==> src/rtl/pse_pkg.sv <==
`timescale 1ns / 1ps
// ----------------------------------------------------------------------------
// pse_pkg
// Shared types, constants and state encodings of the stroke expander.
// ----------------------------------------------------------------------------
package pse_pkg;

    localparam int COORD_BITS_DEFAULT = 24;

    // configuration port
    localparam int APB_ADDR_W = 3;
    localparam int APB_DATA_W = 32;
    localparam logic [15:0] HALF_THICKNESS_RST = 16'd256;
    localparam logic [7:0]  STROKE_ALPHA_RST   = 8'd255;

    typedef enum logic {
        REG_HALF_THICKNESS = 1'b0,
        REG_STROKE_ALPHA   = 1'b1
    } reg_idx_t;

    typedef struct packed {
        logic [15:0] half_thickness;
        logic [7:0]  stroke_alpha;
    } cfg_t;

    // offset arithmetic
    localparam int NORM_TOP   = 30;   // normalized magnitude lies in [2^30, 2^31)
    localparam int NORM_STEPS = 5;    // left shifts by 16, 8, 4, 2, 1
    localparam int SQRT_STEPS = 32;
    localparam int QUO_W      = 17;
    localparam int DIV_STEPS  = QUO_W;
    localparam int OFF_W      = QUO_W + 1;
    localparam int ALU_W      = 64;

    typedef enum logic [1:0] {
        ALU_MUL,
        ALU_ADD,
        ALU_SUB
    } alu_op_t;

    typedef enum logic [3:0] {
        OFF_IDLE,
        OFF_NORM_R,
        OFF_NORM_L,
        OFF_SQ_X,
        OFF_SQ_Y,
        OFF_SUM,
        OFF_SQRT,
        OFF_MUL_H,
        OFF_NUM,
        OFF_DIV,
        OFF_DONE
    } off_state_t;

    typedef struct packed {
        logic                    done;
        logic signed [OFF_W-1:0] ox;
        logic signed [OFF_W-1:0] oy;
    } off_result_t;

    typedef enum logic [1:0] {
        CTL_IDLE,
        CTL_LAUNCH,
        CTL_WAIT,
        CTL_EMIT
    } ctl_state_t;

endpackage

==> src/rtl/pse_apb_regs.sv <==
`timescale 1ns / 1ps
// ----------------------------------------------------------------------------
// pse_apb_regs
// APB register file: half stroke thickness and stroke alpha.
// ----------------------------------------------------------------------------
module pse_apb_regs import pse_pkg::*; (
    input  logic                  clk,
    input  logic                  rst_n,
    input  logic                  psel,
    input  logic                  penable,
    input  logic                  pwrite,
    input  logic [APB_ADDR_W-1:0] paddr,
    input  logic [APB_DATA_W-1:0] pwdata,
    output logic [APB_DATA_W-1:0] prdata,
    output logic                  pready,
    output cfg_t                  cfg
);

    logic [15:0] half_thickness_reg;
    logic [15:0] half_thickness_next;
    logic [7:0]  stroke_alpha_reg;
    logic [7:0]  stroke_alpha_next;
    logic        wr_en;
    reg_idx_t    idx;

    assign pready = 1'b1;
    assign wr_en  = psel && penable && pwrite;
    assign idx    = reg_idx_t'(paddr[2]);

    always_comb
    begin
        half_thickness_next = half_thickness_reg;
        stroke_alpha_next   = stroke_alpha_reg;
        prdata              = '0;
        unique case (idx)
            REG_HALF_THICKNESS:
            begin
                prdata = APB_DATA_W'(half_thickness_reg);
                if (wr_en)
                begin
                    half_thickness_next = pwdata[15:0];
                end
            end
            REG_STROKE_ALPHA:
            begin
                prdata = APB_DATA_W'(stroke_alpha_reg);
                if (wr_en)
                begin
                    stroke_alpha_next = pwdata[7:0];
                end
            end
        endcase
    end

    always_ff @(posedge clk or negedge rst_n)
    begin
        if (!rst_n)
        begin
            half_thickness_reg <= HALF_THICKNESS_RST;
            stroke_alpha_reg   <= STROKE_ALPHA_RST;
        end
        else
        begin
            half_thickness_reg <= half_thickness_next;
            stroke_alpha_reg   <= stroke_alpha_next;
        end
    end

    assign cfg.half_thickness = half_thickness_reg;
    assign cfg.stroke_alpha   = stroke_alpha_reg;

endmodule

==> config.mk <==
export PLATFORM = sky130hd
export DESIGN_NAME = pse_apb_regs
export DESIGN_NICKNAME = d
export VERILOG_FILES = /design/src/rtl/pse_pkg.sv /design/src/rtl/pse_apb_regs.sv
export SDC_FILE = /design/constraint.sdc
export NUM_CORES = 1
export LEC_CHECK = 0
export ABC_CLOCK_PERIOD_IN_PS = 950
export BUFFER_PORTS_ARGS = -buffer_cell sky130_fd_sc_hd__buf_4
export CORE_ASPECT_RATIO = 0.75
export CORE_MARGIN = 1.5
export CORE_UTILIZATION = 35
export DETAILED_ROUTE_END_ITERATION = 10
export GPL_TIMING_DRIVEN = 0
export MAX_ROUTING_LAYER = met4
export PLACE_DENSITY = 0.79
export SYNTH_ARGS = -nofsm -noshare
export SYNTH_HDL_FRONTEND = slang
export SYNTH_SLANG_ARGS = --single-unit
==> constraint.sdc <==
create_clock -name clk -period 0.95 [get_ports clk]
set_clock_uncertainty 0.05 [all_clocks]
set_input_delay 0.1425 -clock clk [delete_from_list [all_inputs] [get_ports clk]]
set_output_delay 0.1425 -clock clk [all_outputs]
set_load 0.02 [all_outputs]
==> results.md <==
* Fin. max-slew vios at 0
* Final #Nets at 240
* IO Pins at 97
* Final worst path period share at 135.7%
* Die width at just over 70 µm
* Design Power at 4.878 mW
* Synthesized instance count at between 80 and 90
* CTS tree: done
* Top cells by area, synth: dfrtp_1 30%, mux2_2 20%, dfstp_2 19%, mux2_4 12%, buf_4 10%
* Sequential share of the synthesized area at about half
* Gpl congestion at roughly 0.7
* Initial antenna violation count at 0
* Routed vias/inst at between 4 and 5
* Pre-CTS WS at -0.3464 ns
* Slowest cell delay on critical path at approximately 0.42 ns
* CP Class: reg -> out
* Synth top area share at approximately 30%
* Number of synthesized register bits at 24
* Worst reg-to-reg path cell count at 4
* Max IR drop VDD at around 1600 µV
* Unrepaired setup endpoints after global routing: yes
* Crit end category: primary output
* Max Cap Viol at 0
* WP depth at 2
* Hold_ws at between 0.05 and 0.06 ns
* Hold WC Path Type: in -> reg
* Hold Crit Depth at 2
* CP max stage cell: dfrtp_1
* CP Launch Type: register
* Synth cell types at 11
* Clk_lat worst skew at ~0.26 ns
* Final ANT Viol Nets at 0
* Average wire per cell in the routed design at between 15 and 20 µm
* Worst Path Max Fanout at 2
* Leak at 1.302 nW
* Ant diodes at 0
* Overall Global Routing Usage at 18.16%
* Total power per unit cell area at roughly 2000 mW/mm²
* Failing checks: negative setup slack
* WL final at between 3000 and 4000 µm
* Crit path time final at between 1 and 1.5 ns
* First-pass GRT wire length at approximately 5200 µm
* Initial drt markers at 21
* Clock buffer depth at 2
* Crit path required time at approximately 0.76 ns
* Core Rows at 18
* Clk sinks at 24
* Die H at ~55 µm
* CTS root buffer: clkbuf_8
* Achievable Freq at 0.7757 GHz
* Avg Inst Size Synth at roughly 14 µm²
* Remaining DRCs at 0
* Largest net degree at the start of global routing at 25
* Hold_sp: pwdata[13]
* Final hold violations at 0
* Core footprint at between 0.003 and 0.004 mm²
* Most frequent cells in the layout: 69 x buf_6, 41 x buf_4, 21 x mux2_4, 17 x conb_1, 15 x dfrtp_1
* Synthesis warning total at 0
* P&R area growth vs syn at 95.92%
* Worst Setup Slack, final at -0.3392 ns
* Grt total ovfl at 0
* Num CTS Buffers at 3
* Commonest non-fill, non-tap cell in the layout: buf_6
* Delay-heaviest family, CP: flip-flops
* Yosys top cell by area: dfrtp_1
* Status: complete, but fails checks
* Cells along the critical path: mux2_4 -> buf_6
* Clk slew on worst S/H paths at around 0.08 ns
* Critical path startpoint: half_thickness_reg[2]
* Vias in the first global route at 1059
* R2R Path Start: stroke_alpha_reg[6]
* Final setup viols at 48
* Die Footprint at 0.003969 mm²
* Initial Util at between 30% and 40%
* Largest register FFs at 16
* Synth Cell Area at ~0.0013 mm²
* Share of cells above drive strength 1 at ~83%
* Port buffer count at 60
* CP bufs+invs at 1
* Worst path arrival time at 1.10 ns
* H-tree depth at 1
* Post-DP HPWL at 2142 µm
* Vias at 1043
* DRT Pass-1 Iters at 4
==> routing by layer <==
| layer | global-route usage, % | routed length (µm) | vias to the layer above |
|---|---|---|---|
| met5 | - | 0 | - |
| met4 | 0 | 0 | 0 |
| met3 | 4.710 | 296 | 0 |
| met2 | 33.64 | 1816 | 56 |
| met1 | 21.75 | 1533 | 502 |
| li1 | - | - | 485 |
==> what timing repair did <==
item / in CTS / in global routing
endpoints found under the hold margin: 24 / 0
buffers inserted: 24 / 11
hold buffers: 1 / 0
endpoints found under the setup margin: 40 / 53
resized for setup: 70 / 22
==> worst register-to-register path, stage by stage, from the launching register on <==
cell     delay, ns
dfstp_2       0.38
buf_6         0.11
buf_6         0.10
buf_6         0.10
mux2_4        0.25
==> where the power goes <==
part	switching, mW	total (mW)	internal (mW)
sequential	0.202	1.51	1.31
clock	0.306	0.605	0.299
combinational	1.07	2.76	1.69
total	1.58	4.88	3.30
==> layout make-up <==
| type | count | area, µm² |
|---|---|---|
| Timing Repair Buffer | 92 | 944.7 |
| Fill cell | 209 | 889.6 |
| Buffer | 20 | 165.2 |
| Clock buffer | 4 | 45.04 |
| Multi-Input combinational cell | 59 | 649.4 |
| Sequential cell | 24 | 611.8 |
| Tap cell | 40 | 50.05 |
==> synthesized netlist by cell type <==
cell type / number
nor2b_1: 8
buf_4: 17
mux2_4: 10
conb_1: 2
buf_2: 1
dfstp_2: 9
mux2_2: 22
dfrtp_1: 15
nand4_2: 1
nand4b_4: 1
buf_6: 2
==> path summary, 6_finish.rpt <==
kind | to | slack, ns
worst max-delay path | prdata[2] | -0.34
worst min-delay path | half_thickness_reg[13] | 0.06
worst max register to register | stroke_alpha_reg[6] | -0.10
worst min register to register | half_thickness_reg[11] | 0.54
max in group asynchronous | stroke_alpha_reg[5] | 0.29
min in group asynchronous | half_thickness_reg[5] | 0.27
==> stage by stage <==
| stage | area, µm² | setup TNS (ns) | std cells | utilization, % |
|---|---|---|---|---|
| 3_5_place_dp | 1836 | -5.013 | 203 | 54.70 |
| 4_1_cts | 2342 | -8.663 | 232 | 69.80 |
| 2_1_floorplan | 1335 | -2.307 | 103 | - |
| 6_report | 2466 | -8.841 | 239 | 73.49 |
| 3_3_place_gp | 1836 | -4.399 | 203 | 54.70 |
| 5_1_grt | 2466 | -10.45 | 239 | 73.49 |
==> kinds of logic (layout without fill, tap and decap cells) <==
family	count (synthesis)	count (layout)	synth area share [%]
buffers and inverters	20	116	12.33
flip-flops	24	24	48.61
multiplexers	32	32	31.61
other	2	17	0.5966
AND/OR/NAND/NOR	10	10	6.859
(Power assumes the default switching activity.)
