File: config.mk
export PLATFORM = sky130hd
export DESIGN_NAME = pse_offset_unit
export DESIGN_NICKNAME = d
export VERILOG_FILES = /design/src/rtl/pse_pkg.sv /design/src/rtl/pse_alu.sv /design/src/rtl/pse_offset_unit.sv
export SDC_FILE = /design/constraint.sdc
export NUM_CORES = 2
export LEC_CHECK = 0
export BUFFER_PORTS_ARGS = -buffer_cell sky130_fd_sc_hd__buf_4
export CAP_MARGIN = 10
export CORE_MARGIN = 2
export CORE_UTILIZATION = 25
export DETAILED_ROUTE_END_ITERATION = 10
export PLACE_DENSITY_LB_ADDON = 0.15
export SLEW_MARGIN = 30
export SYNTH_ARGS = -nofsm -noshare
export SYNTH_HDL_FRONTEND = slang
export SYNTH_SLANG_ARGS = --single-unit
export TNS_END_PERCENT = 1
File: constraint.sdc
create_clock -name clk -period 13.4 [get_ports clk]
set_input_delay 0 -clock clk [delete_from_list [all_inputs] [get_ports clk]]
set_output_delay 0 -clock clk [all_outputs]
set_load 0.01 [all_outputs]
File: src/rtl/pse_pkg.sv
`timescale 1ns / 1ps
// ----------------------------------------------------------------------------
// pse_pkg
// Shared types, constants and state encodings of the stroke expander.
// ----------------------------------------------------------------------------
package pse_pkg;

    localparam int COORD_BITS_DEFAULT = 24;

    // configuration port
    localparam int APB_ADDR_W = 3;
    localparam int APB_DATA_W = 32;
    localparam logic [15:0] HALF_THICKNESS_RST = 16'd256;
    localparam logic [7:0]  STROKE_ALPHA_RST   = 8'd255;

    typedef enum logic {
        REG_HALF_THICKNESS = 1'b0,
        REG_STROKE_ALPHA   = 1'b1
    } reg_idx_t;

    typedef struct packed {
        logic [15:0] half_thickness;
        logic [7:0]  stroke_alpha;
    } cfg_t;

    // offset arithmetic
    localparam int NORM_TOP   = 30;   // normalized magnitude lies in [2^30, 2^31)
    localparam int NORM_STEPS = 5;    // left shifts by 16, 8, 4, 2, 1
    localparam int SQRT_STEPS = 32;
    localparam int QUO_W      = 17;
    localparam int DIV_STEPS  = QUO_W;
    localparam int OFF_W      = QUO_W + 1;
    localparam int ALU_W      = 64;

    typedef enum logic [1:0] {
        ALU_MUL,
        ALU_ADD,
        ALU_SUB
    } alu_op_t;

    typedef enum logic [3:0] {
        OFF_IDLE,
        OFF_NORM_R,
        OFF_NORM_L,
        OFF_SQ_X,
        OFF_SQ_Y,
        OFF_SUM,
        OFF_SQRT,
        OFF_MUL_H,
        OFF_NUM,
        OFF_DIV,
        OFF_DONE
    } off_state_t;

    typedef struct packed {
        logic                    done;
        logic signed [OFF_W-1:0] ox;
        logic signed [OFF_W-1:0] oy;
    } off_result_t;

    typedef enum logic [1:0] {
        CTL_IDLE,
        CTL_LAUNCH,
        CTL_WAIT,
        CTL_EMIT
    } ctl_state_t;

endpackage

File: src/rtl/pse_alu.sv
`timescale 1ns / 1ps
// ----------------------------------------------------------------------------
// pse_alu
// Shared arithmetic unit: 32x32 multiply, 64-bit add and subtract/compare.
// ----------------------------------------------------------------------------
module pse_alu import pse_pkg::*; (
    input  alu_op_t          op,
    input  logic [ALU_W-1:0] a,
    input  logic [ALU_W-1:0] b,
    output logic [ALU_W-1:0] res,
    output logic             ge
);

    logic [ALU_W:0] diff;

    assign diff = {1'b0, a} - {1'b0, b};
    assign ge   = !diff[ALU_W];

    always_comb
    begin
        unique case (op)
            ALU_MUL: res = ALU_W'(a[31:0] * b[31:0]);
            ALU_ADD: res = a + b;
            ALU_SUB: res = diff[ALU_W-1:0];
            default: res = '0;
        endcase
    end

endmodule

File: src/rtl/pse_offset_unit.sv
`timescale 1ns / 1ps
// ----------------------------------------------------------------------------
// pse_offset_unit
// Sequenced offset computation: normalize, square, square root, then two
// restoring divisions, all through one shared arithmetic unit.
// ----------------------------------------------------------------------------
module pse_offset_unit import pse_pkg::*; #(
    parameter int CoordBits = COORD_BITS_DEFAULT
) (
    input  logic                  clk,
    input  logic                  rst_n,
    input  logic                  start,
    input  logic signed [CoordBits:0] dx,
    input  logic signed [CoordBits:0] dy,
    input  logic [15:0]           half_thickness,
    output off_result_t           res
);

    localparam int MagW  = CoordBits + 1;
    localparam int WorkW = (MagW > NORM_TOP + 1) ? MagW : NORM_TOP + 1;

    off_state_t       st_reg, st_next;
    logic [WorkW-1:0] mx_reg, mx_next;
    logic [WorkW-1:0] my_reg, my_next;
    logic             sgnx_reg, sgnx_next;
    logic             sgny_reg, sgny_next;
    logic             pass_y_reg, pass_y_next;
    logic [5:0]       cnt_reg, cnt_next;
    logic [ALU_W-1:0] acc_reg, acc_next;
    logic [ALU_W-1:0] prod_reg, prod_next;
    logic [ALU_W-1:0] root_reg, root_next;
    logic [QUO_W-1:0] quo_reg, quo_next;
    logic [QUO_W-1:0] qx_reg, qx_next;
    logic [QUO_W-1:0] qy_reg, qy_next;

    logic [MagW-1:0]  mag_x;
    logic [MagW-1:0]  mag_y;
    logic [WorkW-1:0] m_w;
    logic [4:0]       k_amt;
    logic             shl_ok;
    logic [ALU_W-1:0] sq_bit;
    logic [ALU_W-1:0] div_sub;
    alu_op_t          alu_op;
    logic [ALU_W-1:0] alu_a;
    logic [ALU_W-1:0] alu_b;
    logic [ALU_W-1:0] alu_res;
    logic             alu_ge;

    assign mag_x   = dx[CoordBits] ? unsigned'(-dx) : unsigned'(dx);
    assign mag_y   = dy[CoordBits] ? unsigned'(-dy) : unsigned'(dy);
    assign m_w     = (mx_reg > my_reg) ? mx_reg : my_reg;
    assign k_amt   = 5'd16 >> cnt_reg[2:0];
    assign shl_ok  = (m_w >> (NORM_TOP + 1 - int'(k_amt))) == '0;
    assign sq_bit  = ALU_W'(1) << (6'd62 - {cnt_reg[4:0], 1'b0});
    assign div_sub = ALU_W'({root_reg[31:0], 1'b0}) << (5'd16 - cnt_reg[4:0]);

    pse_alu u_alu (
        .op  (alu_op),
        .a   (alu_a),
        .b   (alu_b),
        .res (alu_res),
        .ge  (alu_ge)
    );

    always_comb
    begin
        alu_op = ALU_ADD;
        alu_a  = '0;
        alu_b  = '0;
        unique case (st_reg)
            OFF_SQ_X:
            begin
                alu_op = ALU_MUL;
                alu_a  = ALU_W'(mx_reg);
                alu_b  = ALU_W'(mx_reg);
            end
            OFF_SQ_Y:
            begin
                alu_op = ALU_MUL;
                alu_a  = ALU_W'(my_reg);
                alu_b  = ALU_W'(my_reg);
            end
            OFF_SUM:
            begin
                alu_a = acc_reg;
                alu_b = prod_reg;
            end
            OFF_SQRT:
            begin
                alu_op = ALU_SUB;
                alu_a  = acc_reg;
                alu_b  = root_reg | sq_bit;
            end
            OFF_MUL_H:
            begin
                alu_op = ALU_MUL;
                alu_a  = pass_y_reg ? ALU_W'(my_reg) : ALU_W'(mx_reg);
                alu_b  = ALU_W'(half_thickness);
            end
            OFF_NUM:
            begin
                alu_a = prod_reg << 1;
                alu_b = ALU_W'(root_reg[31:0]);
            end
            OFF_DIV:
            begin
                alu_op = ALU_SUB;
                alu_a  = acc_reg;
                alu_b  = div_sub;
            end
            default:
            begin
                alu_op = ALU_ADD;
            end
        endcase
    end

    always_comb
    begin
        st_next     = st_reg;
        mx_next     = mx_reg;
        my_next     = my_reg;
        sgnx_next   = sgnx_reg;
        sgny_next   = sgny_reg;
        pass_y_next = pass_y_reg;
        cnt_next    = cnt_reg;
        acc_next    = acc_reg;
        prod_next   = prod_reg;
        root_next   = root_reg;
        quo_next    = quo_reg;
        qx_next     = qx_reg;
        qy_next     = qy_reg;
        unique case (st_reg)
            OFF_IDLE:
            begin
                if (start)
                begin
                    mx_next   = WorkW'(mag_x);
                    my_next   = WorkW'(mag_y);
                    sgnx_next = dx[CoordBits];
                    sgny_next = dy[CoordBits];
                    st_next   = OFF_NORM_R;
                end
            end
            OFF_NORM_R:
            begin
                if (m_w == '0)
                begin
                    qx_next = '0;
                    qy_next = '0;
                    st_next = OFF_DONE;
                end
                else if ((m_w >> (NORM_TOP + 1)) != '0)
                begin
                    mx_next = mx_reg >> 1;
                    my_next = my_reg >> 1;
                end
                else
                begin
                    cnt_next = '0;
                    st_next  = OFF_NORM_L;
                end
            end
            OFF_NORM_L:
            begin
                if (shl_ok)
                begin
                    mx_next = mx_reg << k_amt;
                    my_next = my_reg << k_amt;
                end
                cnt_next = cnt_reg + 6'd1;
                if (cnt_reg == 6'(NORM_STEPS - 1))
                begin
                    st_next = OFF_SQ_X;
                end
            end
            OFF_SQ_X:
            begin
                acc_next = alu_res;
                st_next  = OFF_SQ_Y;
            end
            OFF_SQ_Y:
            begin
                prod_next = alu_res;
                st_next   = OFF_SUM;
            end
            OFF_SUM:
            begin
                acc_next  = alu_res;
                root_next = '0;
                cnt_next  = '0;
                st_next   = OFF_SQRT;
            end
            OFF_SQRT:
            begin
                if (alu_ge)
                begin
                    acc_next  = alu_res;
                    root_next = (root_reg >> 1) | sq_bit;
                end
                else
                begin
                    root_next = root_reg >> 1;
                end
                cnt_next = cnt_reg + 6'd1;
                if (cnt_reg == 6'(SQRT_STEPS - 1))
                begin
                    pass_y_next = 1'b0;
                    st_next     = OFF_MUL_H;
                end
            end
            OFF_MUL_H:
            begin
                prod_next = alu_res;
                st_next   = OFF_NUM;
            end
            OFF_NUM:
            begin
                acc_next = alu_res;
                cnt_next = '0;
                quo_next = '0;
                st_next  = OFF_DIV;
            end
            OFF_DIV:
            begin
                if (alu_ge)
                begin
                    acc_next = alu_res;
                end
                quo_next = {quo_reg[QUO_W-2:0], alu_ge};
                cnt_next = cnt_reg + 6'd1;
                if (cnt_reg == 6'(DIV_STEPS - 1))
                begin
                    if (pass_y_reg)
                    begin
                        qy_next = {quo_reg[QUO_W-2:0], alu_ge};
                        st_next = OFF_DONE;
                    end
                    else
                    begin
                        qx_next     = {quo_reg[QUO_W-2:0], alu_ge};
                        pass_y_next = 1'b1;
                        st_next     = OFF_MUL_H;
                    end
                end
            end
            OFF_DONE:
            begin
                st_next = OFF_IDLE;
            end
            default:
            begin
                st_next = OFF_IDLE;
            end
        endcase
    end

    always_ff @(posedge clk or negedge rst_n)
    begin
        if (!rst_n)
        begin
            st_reg     <= OFF_IDLE;
            cnt_reg    <= '0;
            pass_y_reg <= 1'b0;
        end
        else
        begin
            st_reg     <= st_next;
            cnt_reg    <= cnt_next;
            pass_y_reg <= pass_y_next;
        end
    end

    always_ff @(posedge clk)
    begin
        mx_reg   <= mx_next;
        my_reg   <= my_next;
        sgnx_reg <= sgnx_next;
        sgny_reg <= sgny_next;
        acc_reg  <= acc_next;
        prod_reg <= prod_next;
        root_reg <= root_next;
        quo_reg  <= quo_next;
        qx_reg   <= qx_next;
        qy_reg   <= qy_next;
    end

    assign res.done = (st_reg == OFF_DONE);
    assign res.ox   = sgnx_reg ? -signed'({1'b0, qx_reg}) : signed'({1'b0, qx_reg});
    assign res.oy   = sgny_reg ? -signed'({1'b0, qy_reg}) : signed'({1'b0, qy_reg});

    a_start_idle: assert property (@(posedge clk) disable iff (!rst_n)
        start |-> st_reg == OFF_IDLE)
        else $error("offset unit started while busy");

    a_offset_bound: assert property (@(posedge clk) disable iff (!rst_n)
        res.done |-> (qx_reg <= {1'b0, half_thickness}) && (qy_reg <= {1'b0, half_thickness}))
        else $error("offset magnitude exceeds half thickness");

    a_norm_range: assert property (@(posedge clk) disable iff (!rst_n)
        (st_reg == OFF_NORM_L && st_next == OFF_SQ_X)
        |=> (m_w >> NORM_TOP) == WorkW'(1))
        else $error("normalization left magnitude out of range");

endmodule
==> metrics.md <==
| Metric | Value |
|---|---|
| Outcome | `completed` |
| Most frequent CP cell | `fa_1` |
| Syn avg cell area | `8.529 sq um` |
| Largest area contributor in the synthesized netlist | `fa_1` |
| CTS tree | `built` |
| Min Tclk post-route | `12.78 ns` |
| Synth-to-Final Area Change | `11.67%` |
| CP arrival | `13.25 ns` |
| Hpwl dp | `229400 um` |
| WP data required | `13.87 ns` |
| CP Class | `reg -> reg` |
| Post-synth cell types | `98` |
| Routed Antenna Nets | `0` |
| Clk slew on worst S/H paths | `approximately 0.06 ns` |
| Initial drt markers | `around 5000` |
| Worst min path class | `in -> reg` |
| Avg WL per Cell | `27.12 um` |
| Critical path capture point type | `flip-flop` |
| Final worst path period share | `0.9536` |
| Vias in the first global route | `56240` |
| YS warnings | `0` |
| Bufs and invs on worst path | `7` |
| Critical Path Stages | `33` |
| RSZ-0062 raised after global routing | `false` |
| Die Y | `~500 um` |
| Clk_skew | `0.06052 ns` |
| CP startpoint kind | `flip-flop` |
| Largest net degree at the start of global routing | `70` |
| Flops & latches, synth | `316` |
| Row cnt | `around 180` |
| Core footprint | `roughly 0.25 sq mm` |
| Ports | `106` |
| Worst skew pair latency | `0.62 ns` |
| Post-synth EDFFs | `305` |
| Final Cell Area | `0.06912 sq mm` |
| Layout cells sized above 1 | `0.07280` |
| Root buffer cell | `clkbuf_16` |
| Post-Synthesis Cells | `between 7000 and 8000` |
| # DRC | `0` |
| Top_reg_cell synth | `edfxtp_1` |
| Max Cap Viol | `0` |
| Final slew viol count | `0` |
| Top post-synthesis cells by area | `fa_1, edfxtp_1, ha_1` |
| Post-Route WL | `around 290000 um` |
| GRT Total Usage | `0.2254` |
| Die Span X | `501.6 um` |
| Critical path fanouts, max | `44` |
| Final setup TNS | `0 ns` |
| Worst-Margin Slew | `1.115 ns` |
| Clock buffer depth | `3` |
| Via density | `5.160` |
| Top delay family on crit path | `adder cells` |
| CP Launch Point | `cnt_reg[0]$_DFFE_PN0P_` |
| Crit path to | `prod_reg[60]$_DFFE_PP_` |
| Top-count cell post-synth | `inv_1` |
| Total gr overflow | `0` |
| Fill cell instance count of the final layout | `roughly 27000` |
| CTS Buf Count | `39` |
| R2R setup slack | `0.62 ns` |
| Gpl congestion | `0.9186` |
| Initial Util | `0.2515` |
| Clock sink count | `316` |
| Total Nets Final | `8649` |
| Final setup violation count | `0` |
| RR Endpoint | `prod_reg[60]$_DFFE_PP_` |
| H-tree depth | `2` |
| First-pass GRT wire length | `413900 um` |
| CP peak stage delay | `0.64 ns` |
| Post-Synthesis Cell Area | `0.06190 sq mm` |
| Syn nets | `8656` |
| Hold Fails Final Rpt | `0` |
| Total die area | `between 0.2 and 0.3 sq mm` |
| Initial antenna violation count | `15` |
| Via Count | `about 55000` |
| First-pass DRT Iterations | `7` |
| Top post-synthesis cells by count | `inv_1, nand2_1, fa_1` |
| Worst Reg-to-Reg Cells | `33` |
| Max-slew headroom | `0.2562` |
| Maximum clock rate | `78.26 MHz` |
| Dpl cell area | `0.06706 sq mm` |
| PortBufs | `roughly 110` |
| Post-CTS Setup Inserts | `0` |
| Slowest CP cell | `mux2i_1` |
| Post-synth top area share | `0.2904` |
| Reg-to-reg startpoint | `cnt_reg[0]$_DFFE_PN0P_` |
| Ys async rst share | `0.03481` |
| Seq/Total Area, Yosys | `0.1524` |
-- cell usage in the layout, fill, tap and decap left out, types with 86 or more instances in the layout --
master    synthesis  layout
nand2_1         913     909
nor2_1          817     811
o22ai_1          90      89
and2_1           86      86
inv_1          1180    1175
a21oi_1         320     319
fa_1            898     898
o21ai_0         224     224
edfxtp_1        305     305
ha_1            432     430
buf_4             3     317
mux2i_1         203     203
-- logic make-up after synthesis --
| kind of cell | Yosys count | synth area share |
|---|---|---|
| fa+ha+maj | 1330 | 0.3778 |
| simple gates | 2229 | 0.1544 |
| flops | 316 | 0.1524 |
| xor+xnor | 145 | 0.02112 |
| mux | 245 | 0.04502 |
| buf+inv | 1632 | 0.09941 |
| compound gates | 1360 | 0.1499 |
-- per-stage QoR --
stage / utilization / hold slack, ns / setup WS [ns] / instances
2_1_floorplan: - / -0.2956 / 0.4959 / 7257
3_3_place_gp: 0.2723 / -0.1441 / 0.06201 / 10460
3_5_place_dp: 0.2724 / -0.1436 / 0.3052 / 10460
4_1_cts: 0.2805 / 0.008703 / 0.2120 / 10590
5_1_grt: 0.2808 / 0.01836 / 0.1666 / 10590
6_report: 0.2808 / 0.01293 / 0.6218 / 10600
-- worst min-delay path by stage --
| stage | slack (ns) | cells after the start | to | start |
|---|---|---|---|---|
| floorplan | -0.30 | 0 | cnt_reg[0]$_DFFE_PN0P_ | rst_n |
| global placement | -0.14 | 1 | cnt_reg[4]$_DFFE_PN0P_ | rst_n |
| detailed placement | -0.14 | 1 | cnt_reg[3]$_DFFE_PN0P_ | rst_n |
| CTS | 0.009 | 3 | my_reg[9]$_DFFE_PP_ | dy[9] |
| global route | 0.02 | 3 | my_reg[9]$_DFFE_PP_ | dy[9] |
| finish | 0.01 | 3 | my_reg[13]$_DFFE_PP_ | dy[13] |
-- cell type report --
type                    instances  area, sq um  share of cell area
well taps                    3312         4144             0.05995
multi-input cells            5309        46570              0.6738
flip-flops and latches        316         9437              0.1365
diodes                          3        7.507           0.0001086
repair buffers                384         3093             0.04475
clock buffers                  42         1030             0.01490
clock inverters                29        325.3            0.004706
inverters                    1200         4516             0.06533
-- what timing repair did --
item | CTS | global route
resized for setup | 0 | 5
hold endpoints to repair | 63 | 0
hold buffers | 63 | 0
endpoints found under the setup margin | 0 | 2
-- worst register-to-register path, delay by kind of cell (launching register included) --
| family | cells | cell delay, ns |
|---|---|---|
| simple gates | 6 | 1.46 |
| flops | 1 | 0.40 |
| compound gates | 8 | 2.73 |
| xor+xnor | 1 | 0.57 |
| mux | 2 | 1.23 |
| fa+ha+maj | 9 | 4.67 |
| buf+inv | 7 | 1.56 |
-- routing by layer --
metal / vias up / routed length, um / track usage
li1: 23910 / - / -
met4: 4 / 11280 / 0.07570
met1: 28370 / 126500 / 0.3064
met5: - / 27 / 0
met2: 1999 / 132900 / 0.3696
met3: 383 / 16700 / 0.02651
Power is not shown: default switching activity piles up to over one toggle a cycle in this logic, so the estimate is an artifact.
